$ cat src/hw/rtl/tdpt_pkg.sv
`default_nettype none

package tdpt_pkg;

   localparam int VALUE_WIDTH = 32;
   localparam int CNT_WIDTH   = $clog2(VALUE_WIDTH);
   localparam int SQ_WIDTH    = VALUE_WIDTH + 1;

   typedef enum logic [1:0] {
      VERDICT_NEITHER,
      VERDICT_COMPOSITE,
      VERDICT_PRIME
   } verdict_type;

endpackage

`default_nettype wire

$ cat src/hw/rtl/trial_division_prime_test_core.sv
// negative, small and even values: the accepted beat goes through ST_CHECK to ST_DONE,
// which registers the result once the output is free; odd values try the divisors
// 3, 5, 7 and so on in turn through ST_TRIAL and ST_DIV, a prime ending on the failing
// bound check in ST_TRIAL; ST_DIV is a bit-serial remainder unit, one dividend bit per cycle
// throughput: one item at a time, the next beat is taken once the result is registered
// reset: synchronous, active high, clears the sequencer and the result valid
`default_nettype none

module trial_division_prime_test_core
   import tdpt_pkg::*;
(
   input  wire logic                          clock,
   input  wire logic                          reset,
   input  wire logic                          req_valid,
   output logic                               req_stall,
   input  wire logic signed [VALUE_WIDTH-1:0] req_value,
   output logic                               rsp_valid,
   input  wire logic                          rsp_stall,
   output logic [1:0]                         rsp_verdict
);

   typedef enum logic [2:0] {
      ST_IDLE,
      ST_CHECK,
      ST_TRIAL,
      ST_DIV,
      ST_DONE
   } state_type;

   localparam logic [CNT_WIDTH-1:0] LAST_BIT = CNT_WIDTH'(VALUE_WIDTH - 1);

   state_type              state_ff, state_in;
   logic [VALUE_WIDTH-1:0] value_ff, value_in;
   logic [VALUE_WIDTH-1:0] div_ff, div_in;
   logic [SQ_WIDTH-1:0]    sq_ff, sq_in;
   logic [VALUE_WIDTH-1:0] rem_ff, rem_in;
   logic [VALUE_WIDTH-1:0] shift_ff, shift_in;
   logic [CNT_WIDTH-1:0]   cnt_ff, cnt_in;
   verdict_type            verdict_ff, verdict_in;
   logic                   rsp_valid_ff, rsp_valid_in;
   verdict_type            rsp_verdict_ff, rsp_verdict_in;

   logic [VALUE_WIDTH:0]   shifted;
   logic                   fits;
   logic [VALUE_WIDTH-1:0] rem_next;
   logic                   out_free;

   always_comb begin
      shifted  = {rem_ff, shift_ff[VALUE_WIDTH-1]};
      fits     = shifted >= {1'b0, div_ff};
      rem_next = fits ? VALUE_WIDTH'(shifted - {1'b0, div_ff}) : shifted[VALUE_WIDTH-1:0];
      out_free = !rsp_valid_ff || !rsp_stall;

      state_in       = state_ff;
      value_in       = value_ff;
      div_in         = div_ff;
      sq_in          = sq_ff;
      rem_in         = rem_ff;
      shift_in       = shift_ff;
      cnt_in         = cnt_ff;
      verdict_in     = verdict_ff;
      rsp_valid_in   = rsp_valid_ff;
      rsp_verdict_in = rsp_verdict_ff;

      if (rsp_valid_ff && !rsp_stall) begin
         rsp_valid_in = 1'b0;
      end

      case (state_ff)
         ST_IDLE: begin
            if (req_valid) begin
               value_in = req_value;
               state_in = ST_CHECK;
            end
         end
         ST_CHECK: begin
            if (value_ff[VALUE_WIDTH-1] || value_ff <= VALUE_WIDTH'(1)) begin
               verdict_in = VERDICT_NEITHER;
               state_in   = ST_DONE;
            end else if (value_ff == VALUE_WIDTH'(2)) begin
               verdict_in = VERDICT_PRIME;
               state_in   = ST_DONE;
            end else if (!value_ff[0]) begin
               verdict_in = VERDICT_COMPOSITE;
               state_in   = ST_DONE;
            end else begin
               div_in   = VALUE_WIDTH'(3);
               sq_in    = SQ_WIDTH'(9);
               state_in = ST_TRIAL;
            end
         end
         ST_TRIAL: begin
            if (sq_ff > {1'b0, value_ff}) begin
               verdict_in = VERDICT_PRIME;
               state_in   = ST_DONE;
            end else begin
               rem_in   = '0;
               shift_in = value_ff;
               cnt_in   = '0;
               state_in = ST_DIV;
            end
         end
         ST_DIV: begin
            rem_in   = rem_next;
            shift_in = {shift_ff[VALUE_WIDTH-2:0], 1'b0};
            cnt_in   = cnt_ff + CNT_WIDTH'(1);
            if (cnt_ff == LAST_BIT) begin
               if (rem_next == '0) begin
                  verdict_in = VERDICT_COMPOSITE;
                  state_in   = ST_DONE;
               end else begin
                  // (d + 2)^2 = d^2 + 4d + 4
                  div_in   = div_ff + VALUE_WIDTH'(2);
                  sq_in    = sq_ff + SQ_WIDTH'({div_ff, 2'b00}) + SQ_WIDTH'(4);
                  state_in = ST_TRIAL;
               end
            end
         end
         ST_DONE: begin
            if (out_free) begin
               rsp_valid_in   = 1'b1;
               rsp_verdict_in = verdict_ff;
               state_in       = ST_IDLE;
            end
         end
         default: begin
            state_in = ST_IDLE;
         end
      endcase
   end

   always_ff @(posedge clock) begin
      value_ff       <= value_in;
      div_ff         <= div_in;
      sq_ff          <= sq_in;
      rem_ff         <= rem_in;
      shift_ff       <= shift_in;
      cnt_ff         <= cnt_in;
      verdict_ff     <= verdict_in;
      rsp_verdict_ff <= rsp_verdict_in;
      if (reset) begin
         state_ff     <= ST_IDLE;
         rsp_valid_ff <= 1'b0;
      end else begin
         state_ff     <= state_in;
         rsp_valid_ff <= rsp_valid_in;
      end
   end

   assign req_stall   = state_ff != ST_IDLE;
   assign rsp_valid   = rsp_valid_ff;
   assign rsp_verdict = rsp_verdict_ff;

endmodule

`default_nettype wire

$ cat config.mk
export PLATFORM = sky130hd
export DESIGN_NAME = trial_division_prime_test_core
export DESIGN_NICKNAME = d
export VERILOG_FILES = /design/src/hw/rtl/tdpt_pkg.sv /design/src/hw/rtl/trial_division_prime_test_core.sv
export SDC_FILE = /design/constraint.sdc
export NUM_CORES = 1
export LEC_CHECK = 0
export BUFFER_PORTS_ARGS = -buffer_cell sky130_fd_sc_hd__buf_2
export CAP_MARGIN = 5
export CORE_MARGIN = 2
export CORE_UTILIZATION = 50
export DETAILED_ROUTE_END_ITERATION = 6
export HOLD_SLACK_MARGIN = 0.02
export PLACE_DENSITY = 0.77
export SYNTH_ARGS = -nofsm -noshare
export SYNTH_HDL_FRONTEND = slang
export SYNTH_SLANG_ARGS = --single-unit
$ cat constraint.sdc
create_clock -name clock -period 13.8 [get_ports clock]
set_input_delay 0.69 -clock clock [delete_from_list [all_inputs] [get_ports clock]]
set_output_delay 0.69 -clock clock [all_outputs]
set_load 0.05 [all_outputs]
==> run summary, run 1 <==
TritonCTS buffer count - 17
Pwr Total - 1.19 mW
final instance area - 12900 µm²
vias per cell - 5.92
Post-CTS Hold Buffers - 0
Min-Delay Startpoint - verdict_ff[0]
most common cell after layout, fill and taps aside - edfxtp_1
final non-filler cell total - 1583
status - finished clean
post-cts sizing count - 0
Pwr Density - 92.2 nW/µm²
Worst-path clk slew - 70 ps
Hold Crit Depth - 0
peak supply drop - 0.0000929 V
Post-Syn Area per Cell - 9.64 µm²
Endpoint, Worst Hold - rsp_verdict[0]
Mapped Cells - 1228
FF-to-FF Start - div_ff[8]
register area share after synthesis - 42.8%
max-slew violation count - 0
Area Growth Syn to Fin - 8.98%
Ports - 40
Clock Skew - 15.7 ps
Core Region - 23300 µm²
post-route minimum period - 4560 ps
Synth Cell Area - 11800 µm²
root buffer cell - clkbuf_16
share of async-settable or async-resettable flops after synthesis - 0%
commonest cells after routing, fill and taps aside - edfxtp_1 (166), nand2_1 (134), nor2_1 (121), ha_1 (121), a21oi_1 (83)
HP Class - flop to flop
largest area contributor in the netlist - edfxtp_1
hpwl dp - 21500 µm
antenna violations before repair - 0
worst slew pin tran - 898 ps
endpoints failing setup - 0
drt initial violations - 738
Worst EP arrival - 4640 ps
Post-DP Area - 12300 µm²
Routed WL - 28700 µm
Main synth FF type - edfxtp_1
full die area - 24900 µm²
FF+latch count, synth - 170
layout cell share with drive strength beyond 1 - 8.70%
setup repair bufs after CTS - 0
H-tree lvl count - 4
die width - 158 µm
DP Cell Count - 1551
# port buffers - 39
RSZ-0062 raised after global routing - no
worst hold margin - 426 ps
die span in y - 158 µm
Residual DRC - 0
Worst setup SP type - flop
Clock Tree Buf Depth - 2
yosys warns - 0
largest net degree at the start of global routing - 72
std cell rows - 56
GRT Total Usage - 23.5%
max-cap check violation count - 0
CP max FO - 61
synth top area cells - edfxtp_1 (42%), ha_1 (13%), nand2_1 (4.3%), nor2_1 (3.9%), xnor2_1 (3.7%)
Crit Path Class - flop to flop
CP required - 13870 ps
path depth of the worst reg2reg path - 13
Pleak - 5.11 nW
drt pass-1 iters - 5
Post-synth EDFFs - 166
Max Clk Rate - 0.219 GHz
Final Hold Fails - 0
CTS tree - done
GPL Wtd Cong - 0.924
Syn Nets - 1387
initial core utilization - 50.7%
post-synth cell types - 79
global-route wire length before repair - 45800 µm
vias in the first global route - 8941
Worst-Skew Late Latency - 440 ps
Worst R2R End - div_ff[12]
share of the synthesized area in the top cell type - 42.1%
Nets - 1410
endpoint type of the worst setup path - flop
Setup TNS - 0 ps
ant diodes - 0
GRT Residual Overflow - 0
Worst R2R Setup Slack - 9240 ps
final cycle utilization of the critical path - 33.1%
Sink Count - 170
Antenna Violating Nets Remaining - 0
wire per inst - 18.1 µm
routed via count - 9369
Slew headroom - 38.6%
[cells in the mapped netlist (all sizes together), types with 12 or more instances]
library cell and n:
o21ai 75, nor2b 12, nand3 35, clkbuf 36, nor4 20, nand2 136
nor2 122, a21oi 84, edfxtp 166, xnor2 50, nand4 31, and3 18
ha 121, o21a 14, a21o 35, a211oi 17, xor2 27, nor3 25
inv 76
[sequential cells by signal, indices dropped and copies added (netlist names)]
register,cells
cnt_ff,5
rsp_valid,1
shift_ff,32
sq_ff,30
state_ff,3
rem_ff,32
rsp_verdict,2
verdict_ff,2
div_ff,31
value_ff,32
[cell families after synthesis]
kind of cell / synth area share (%)
AND/OR/NAND/NOR: 17.5
XOR/XNOR: 5.70
AO/OA/AOI/OAI: 16.2
multiplexers: 0.444
adder cells (fa/ha/maj): 13.1
buffers and inverters: 4.24
flip-flops: 42.8
[worst max-delay path, stage by stage (launching register included)]
cell and delay, ps:
edfxtp_1 510, inv_1 110, ha_1 470, o21a_1 200, a211oi_2 80, a211o_2 390
a211oi_1 420, o2111ai_1 240, and2_1 220, buf_4 240, nor4_2 430, o211ai_1 120
o31a_2 350, buf_4 360
[stage by stage]
| stage | setup slack (ps) | util (%) |
|---|---|---|
| after CTS | 9300 | 55.3 |
| after detailed placement | 9340 | 52.7 |
| final | 9240 | 55.3 |
| after floorplan | 9080 | - |
| after global routing | 8960 | 55.3 |
| after global placement | 9400 | 52.7 |
[power by group]
group	internal (mW)	switching [mW]	total, mW
clock network	0.289	0.209	0.498
logic	0.0412	0.0636	0.105
registers	0.577	0.00981	0.587
[worst max path at each step]
stage	cells past startpoint	startpoint	end
after floorplan	12	div_ff[26]	div_ff[10]
after global placement	14	div_ff[16]	sq_ff[10]
after detailed placement	14	div_ff[20]	div_ff[6]
after CTS	14	div_ff[20]	div_ff[2]
after global routing	14	div_ff[20]	div_ff[2]
final	13	div_ff[8]	div_ff[12]
[final cells by class]
type	count	area (µm²)
tap	319	399
clock buffer	17	425
sequential	170	5060
multi-input combinational	939	6290
clock inverter	15	185
timing repair buffer	47	255
fill	2034	10400
inverter	76	285
[layer usage]
metal  global-route usage, %  wire length [µm]
met5                       0                 0
met4                    8.10               640
met3                    4.24              1580
met2                    38.7             13600
met1                    31.2             12800
Note: power is estimated with default switching activity, not from simulation.
==> run 2: changes to the inputs <==
--- a/config.mk
+++ b/config.mk
@@ -11,7 +11,7 @@
 export CORE_UTILIZATION = 50
 export DETAILED_ROUTE_END_ITERATION = 6
 export HOLD_SLACK_MARGIN = 0.02
-export PLACE_DENSITY = 0.77
+export PLACE_DENSITY = 0.8
 export SYNTH_ARGS = -nofsm -noshare
 export SYNTH_HDL_FRONTEND = slang
 export SYNTH_SLANG_ARGS = --single-unit
==> constraint.sdc (replaced) <==
create_clock -name clock -period 4.15 [get_ports clock]
set_input_delay 0.2075 -clock clock [delete_from_list [all_inputs] [get_ports clock]]
set_output_delay 0.2075 -clock clock [all_outputs]
set_load 0.05 [all_outputs]
==> run 2 against run 1 <==
  * Critical path depth down 1
  * Register-to-register slack worse by 9100 ps
  * Clock power rose to 3.4 times the previous value
  * Sequential share of layout area down 2.1 points
  * Setup slack worse by 9100 ps
  * Combinational power rose to 3.8 times the previous value
  * Non-clock buffer count up 69
  * Global-route usage up 2.3 points
  * Power rose to 3.4 times the previous value
  * Count of clock-buffer cells in the layout unchanged
  * Utilization up 3.1 points
  * Fmax up 12%
==> run summary, run 2 (synthesis gave the netlist of run 1 again) <==
hpwl dp - 22300 µm (+3.8%)
worst slew pin tran - 903 ps (+4.46 ps)
Pleak - 5.43 nW (+6.3%)
area of the multi-input gates - 6380 µm² (+1.5%)
TritonCTS buffer count - 17 (unchanged)
Ports - 40 (unchanged)
layout cell share with drive strength beyond 1 - 12.0% (+3.3 points)
initial core utilization - 50.7% (unchanged)
Sink Count - 170 (unchanged)
HP Class - input pin to flop
Routed WL - 31400 µm (+9.4%)
Clock Tree Buf Depth - 2 (unchanged)
peak supply drop - 0.000268 V (+190%)
H-tree lvl count - 4 (unchanged)
global-route met2 utilization - 42.4% (+3.7 points)
CP required - 4280 ps (-9590 ps)
wire per inst - 19.0 µm (+4.8%)
status - finished clean
Pwr Total - 4.03 mW (+240%)
GPL Wtd Cong - 1.02 (+10%)
die width - 158 µm (unchanged)
Sw Ratio - 25.6% (+1.8 points)
# port buffers - 39 (unchanged)
full die area - 24900 µm² (unchanged)
DP Cell Count - 1581 (+1.9%)
Crit Path Class - flop to flop
commonest cells after routing, fill and taps aside - edfxtp_1 (166), nand2_1 (134), nor2_1 (121)
GRT Residual Overflow - 0 (unchanged)
final non-filler cell total - 1652 (+4.4%)
Final Hold Fails - 0 (unchanged)
max-slew violation count - 0 (unchanged)
most common cell after layout, fill and taps aside - edfxtp_1
met3 GRT Util - 4.30% (+0.055 points)
global-route wire length before repair - 49900 µm (+9.0%)
CP max FO - 4 (-93%)
busiest grt layer - met2
clock share of power - 41.8% (about the same)
drt initial violations - 1127 (+53%)
max-cap check violation count - 0 (unchanged)
vias per cell - 6.04 (+2.0%)
register area - 5060 µm² (unchanged)
vias in the first global route - 9678 (+8.2%)
registers with the most flip-flops - rem_ff (32), shift_ff (32), value_ff (32)
Antenna Violating Nets Remaining - 0 (unchanged)
endpoints failing setup - 0 (unchanged)
Area Growth Syn to Fin - 15.2%
P_sw - 1.03 mW (+260%)
ant diodes - 0 (unchanged)
Seq pwr share - 48.4% (-1.0 points)
Slew headroom - 39.2% (+0.62 points)
antenna violations before repair - 0 (unchanged)
Pwr Density - 296 nW/µm² (+220%)
Comb pwr share - 9.9% (+1.1 points)
die span in y - 158 µm (unchanged)
GRT Total Usage - 25.8% (+2.3 points)
root buffer cell - clkbuf_16
Core Region - 23300 µm² (unchanged)
GR met1 Demand/Resource - 34.3% (+3.1 points)
Max Clk Rate - 0.247 GHz (+12%)
Worst EP arrival - 4190 ps (-450 ps)
Clock Skew - 11.6 ps (-4.06 ps)
Nets - 1479 (+4.9%)
std cell rows - 56 (unchanged)
final cycle utilization of the critical path - 97.7% (+65 points)
Worst-path clk slew - 70 ps (about the same)
Int Power - 3.00 mW (+230%)
Worst-Skew Late Latency - 440 ps (about the same)
Worst setup SP type - flop
routed via count - 9973 (+6.4%)
endpoint type of the worst setup path - flop
drt pass-1 iters - 5 (unchanged)
post-route minimum period - 4060 ps (-505 ps)
CTS tree - done
Residual DRC - 0 (unchanged)
# fillers - 1887 (-7.2%)
largest net degree at the start of global routing - 70 (-2.8%)
==> run 2: path summary, 6_finish.rpt <==
path	start	to	slack [ps]	depth (start not counted)
worst max-delay path	div_ff[1]	verdict_ff[0]	90	12
worst max register to register	div_ff[1]	verdict_ff[0]	90	12
worst min register to register	verdict_ff[1]	rsp_verdict[1]	420	0
worst min-delay path	rsp_stall	rsp_valid	60	3
==> run 2: layer usage <==
layer / wire [µm] / part of all wire [%]
met1: 13400 / 43
met2: 14900 / 48
met3: 2150 / 6.9
met4: 913 / 2.9
met5: 0 / 0
==> run 2: cell type report <==
type	instances	share of cell area (%)
inverter	76	2.09
clock inverter	15	1.37
clock buffer	17	3.12
sequential	170	37.2
tap	319	2.93
timing repair buffer	116	6.55
multi-input combinational	939	46.8
==> run 2: through the flow <==
step | utilization, % | hold slack, ps | TNS (ps) | setup slack [ps] | area (µm²)
floorplan | - | 275 | 0 | 78.2 | 11800
global placement | 53.8 | 384 | 0 | 174 | 12600
detailed placement | 53.8 | 386 | 0 | 40.7 | 12600
CTS | 57.9 | 52.6 | 0 | 26.8 | 13500
global route | 58.4 | 71.4 | -83.5 | -19.1 | 13600
finish | 58.4 | 62.1 | 0 | 94.0 | 13600
==> run 2: timing repair <==
action | in CTS | in global routing
buffers inserted | 0 | 6
hold endpoints to repair | 35 | 0
resized for setup | 1 | 18
setup endpoints to repair | 61 | 64
hold buffers | 33 | 0
cloned | 0 | 0
pin swaps | 0 | 8
==> run 2: worst max-delay path, cell delays in order, from the launching register on <==
cell       delay [ps]
edfxtp_1          440
inv_1              90
ha_1              340
a21o_1            240
a311o_1           390
a311o_1           440
a21o_1            240
a211o_1           340
a221oi_1          330
a32oi_1           160
nor3b_1           270
o2111ai_2         180
a31oi_1           280
==> run 2: power by group through the flow <==
| stage | combinational, mW | clock, mW | sequential [mW] |
|---|---|---|---|
| after floorplan | 0.251 | 0 | 1.98 |
| after global placement | 0.343 | 0 | 1.99 |
| after detailed placement | 0.352 | 0 | 1.99 |
| after CTS | 0.383 | 1.69 | 1.95 |
| after global routing | 0.438 | 1.77 | 1.95 |
| final | 0.398 | 1.68 | 1.95 |
==> run 3: changes to the inputs <==
--- a/config.mk
+++ b/config.mk
@@ -11,7 +11,7 @@
 export CORE_UTILIZATION = 50
 export DETAILED_ROUTE_END_ITERATION = 6
 export HOLD_SLACK_MARGIN = 0.02
-export PLACE_DENSITY = 0.8
+export PLACE_DENSITY = 0.69
 export SYNTH_ARGS = -nofsm -noshare
 export SYNTH_HDL_FRONTEND = slang
 export SYNTH_SLANG_ARGS = --single-unit
==> run 3 against run 2 <==
  * Utilization up 0.14 points
  * Cell area up 0.24%
  * First-iteration DRC count fell by 29%
  * Clock power barely moved
  * Count of clock-buffer cells in the layout unchanged
  * Critical path depth is the same
  * Via count is 4.6% lower
  * Power grew 0.31%
  * Critical endpoint is now div_ff[30]
  * Clock skew rose by 3.9 ps
  * Sequential power about the same
==> run summary, run 3 (synthesis gave the netlist of run 1 again) <==
Residual DRC - 0 (unchanged)
Worst-path clk slew - 80 ps (about the same)
layout cell share with drive strength beyond 1 - 12.0% (about the same)
final instance area - 13700 µm² (+0.24%)
Comb pwr share - 9.7% (-0.2 points)
peak supply drop - 0.000301 V (+12%)
vias in the first global route - 9050 (-6.5%)
path depth of the worst reg2reg path - 12 (unchanged)
endpoints failing setup - 0 (unchanged)
vias per cell - 5.75 (-4.7%)
Area Growth Syn to Fin - 15.4%
Int Power - 3.01 mW (+0.42%)
drt pass-1 iters - 6 (+1)
endpoint type of the worst setup path - flop
Clock Tree Buf Depth - 2 (unchanged)
Hold Crit Depth - 3 (unchanged)
# fillers - 2028 (+7.5%)
clock share of power - 42.1% (+0.3 points)
Pwr Total - 4.05 mW (+0.31%)
CTS tree - done
drt initial violations - 805 (-29%)
global-route wire length before repair - 47300 µm (-5.3%)
Pwr Density - 296 nW/µm² (about the same)
Sw Ratio - 25.5% (-0.081 points)
most common cell after layout, fill and taps aside - edfxtp_1
largest net degree at the start of global routing - 83 (+19%)
Crit Path Class - flop to flop
Routed WL - 30100 µm (-3.9%)
Seq pwr share - 48.2% (-0.2 points)
antenna violations before repair - 0 (unchanged)
initial core utilization - 50.7% (unchanged)
Worst R2R Setup Slack - 130 ps (+30 ps)
TritonCTS buffer count - 17 (unchanged)
Slew headroom - 39.5% (+0.33 points)
ant diodes - 0 (unchanged)
post-route minimum period - 4020 ps (-32.2 ps)
CP required - 4330 ps (+50 ps)
Antenna Violating Nets Remaining - 0 (unchanged)
max-cap check violation count - 0 (unchanged)
Worst setup SP type - flop
hpwl dp - 21800 µm (-2.1%)
std cell rows - 56 (unchanged)
Worst-Skew Late Latency - 430 ps (about the same)
Sink Count - 170 (unchanged)
HP Class - input pin to flop
Worst R2R End - div_ff[30]
Endpoint, Worst Hold - rsp_valid
registers with the most flip-flops - rem_ff (32), shift_ff (32), value_ff (32)
Pleak - 5.46 nW (+0.50%)
Setup TNS - 0 ps (unchanged)
DP Cell Count - 1579 (-0.13%)
root buffer cell - clkbuf_16
Max Clk Rate - 0.249 GHz (+0.80%)
routed via count - 9512 (-4.6%)
FF-to-FF Start - rem_ff[6]
full die area - 24900 µm² (unchanged)
P_sw - 1.03 mW (about the same)
die span in y - 158 µm (unchanged)
# port buffers - 39 (unchanged)
GRT Residual Overflow - 0 (unchanged)
worst slew pin tran - 907 ps (+4.63 ps)
GRT Total Usage - 24.3% (-1.5 points)
max-slew violation count - 0 (unchanged)
final non-filler cell total - 1653 (+0.061%)
Min-Delay Startpoint - rsp_stall
commonest cells after routing, fill and taps aside - edfxtp_1 (166), nand2_1 (134), nor2_1 (121)
Clock Skew - 15.5 ps (+3.93 ps)
status - finished clean
Ports - 40 (unchanged)
CP max FO - 15 (+11)
GPL Wtd Cong - 0.923 (-9.2%)
Core Region - 23300 µm² (unchanged)
wire per inst - 18.2 µm (-3.9%)
Final Hold Fails - 0 (unchanged)
Nets - 1480 (+0.068%)
H-tree lvl count - 4 (unchanged)
Worst EP arrival - 4200 ps (about the same)
final cycle utilization of the critical path - 97.0% (-0.78 points)
worst hold margin - 60.0 ps (-2.14 ps)
Post-DP Area - 12500 µm² (-0.22%)
die width - 158 µm (unchanged)
## run 3: changes by cell type in the layout (fill, tap and decap cells not counted), moves of 2 or more
| cell | previous run | this run |
|---|---|---|
| buf_6 | 0 | 2 |
| nor3_2 | 2 | 0 |
| nor3_1 | 23 | 25 |
| buf_4 | 41 | 39 |
| clkbuf_16 | 17 | 19 |
## run 3: metal layers
layer / GRT usage [%] / up-vias / part of all wire, %
met1: 33.8 / 4566 / 47
met4: 4.89 / 0 / 1.2
met5: 0 / - / 0
met3: 4.02 / 27 / 4.6
met2: 40.3 / 210 / 47
li1: - / 4709 / -
## run 3: through the flow
| step | util, % | worst slack (ps) |
|---|---|---|
| floorplan | - | 78.2 |
| global placement | 53.7 | 147 |
| detailed placement | 53.7 | 50.4 |
| CTS | 57.8 | 35.6 |
| global route | 58.6 | -15.1 |
| finish | 58.6 | 126 |
## run 3: repair_timing
| action | in CTS | in global routing |
|---|---|---|
| resized for setup | 0 | 16 |
| endpoints found under the setup margin | 0 | 64 |
| hold endpoints to repair | 35 | 0 |
| buffers inserted | 0 | 5 |
| hold buffers | 33 | 0 |
## run 3: final cells by class
class	count	area, µm²	area share (%)
flip-flops and latches	170	5060	37.1
clock inverters	15	205	1.50
well taps	319	399	2.92
inverters	76	285	2.09
multi-input cells	939	6350	46.5
repair buffers	117	931	6.81
clock buffers	17	425	3.11
## run 3: worst max-delay path: stages (launching register included)
cell and delay, ps:
edfxtp_1 440, ha_1 290, a211o_1 320, a211oi_2 280, a21oi_1 120, xor2_1 170, or4_4 550, nor4_2 300
nand4b_1 200, o31ai_4 320, o211ai_1 160, o31a_4 380, buf_6 210
## run 3: power by group through the flow
stage	registers [mW]	clock network (mW)	logic, mW
after floorplan	1.98	0	0.251
final	1.95	1.70	0.392
after global routing	1.95	1.80	0.434
after CTS	1.95	1.73	0.377
after global placement	1.99	0	0.344
after detailed placement	1.99	0	0.349
## run 3: how the worst max path moves through the flow
stage	start	to
floorplan	sq_ff[28]	cnt_ff[0]
global placement	div_ff[1]	div_ff[6]
detailed placement	div_ff[1]	div_ff[7]
CTS	div_ff[1]	sq_ff[4]
global route	div_ff[5]	verdict_ff[1]
finish	rem_ff[6]	div_ff[30]
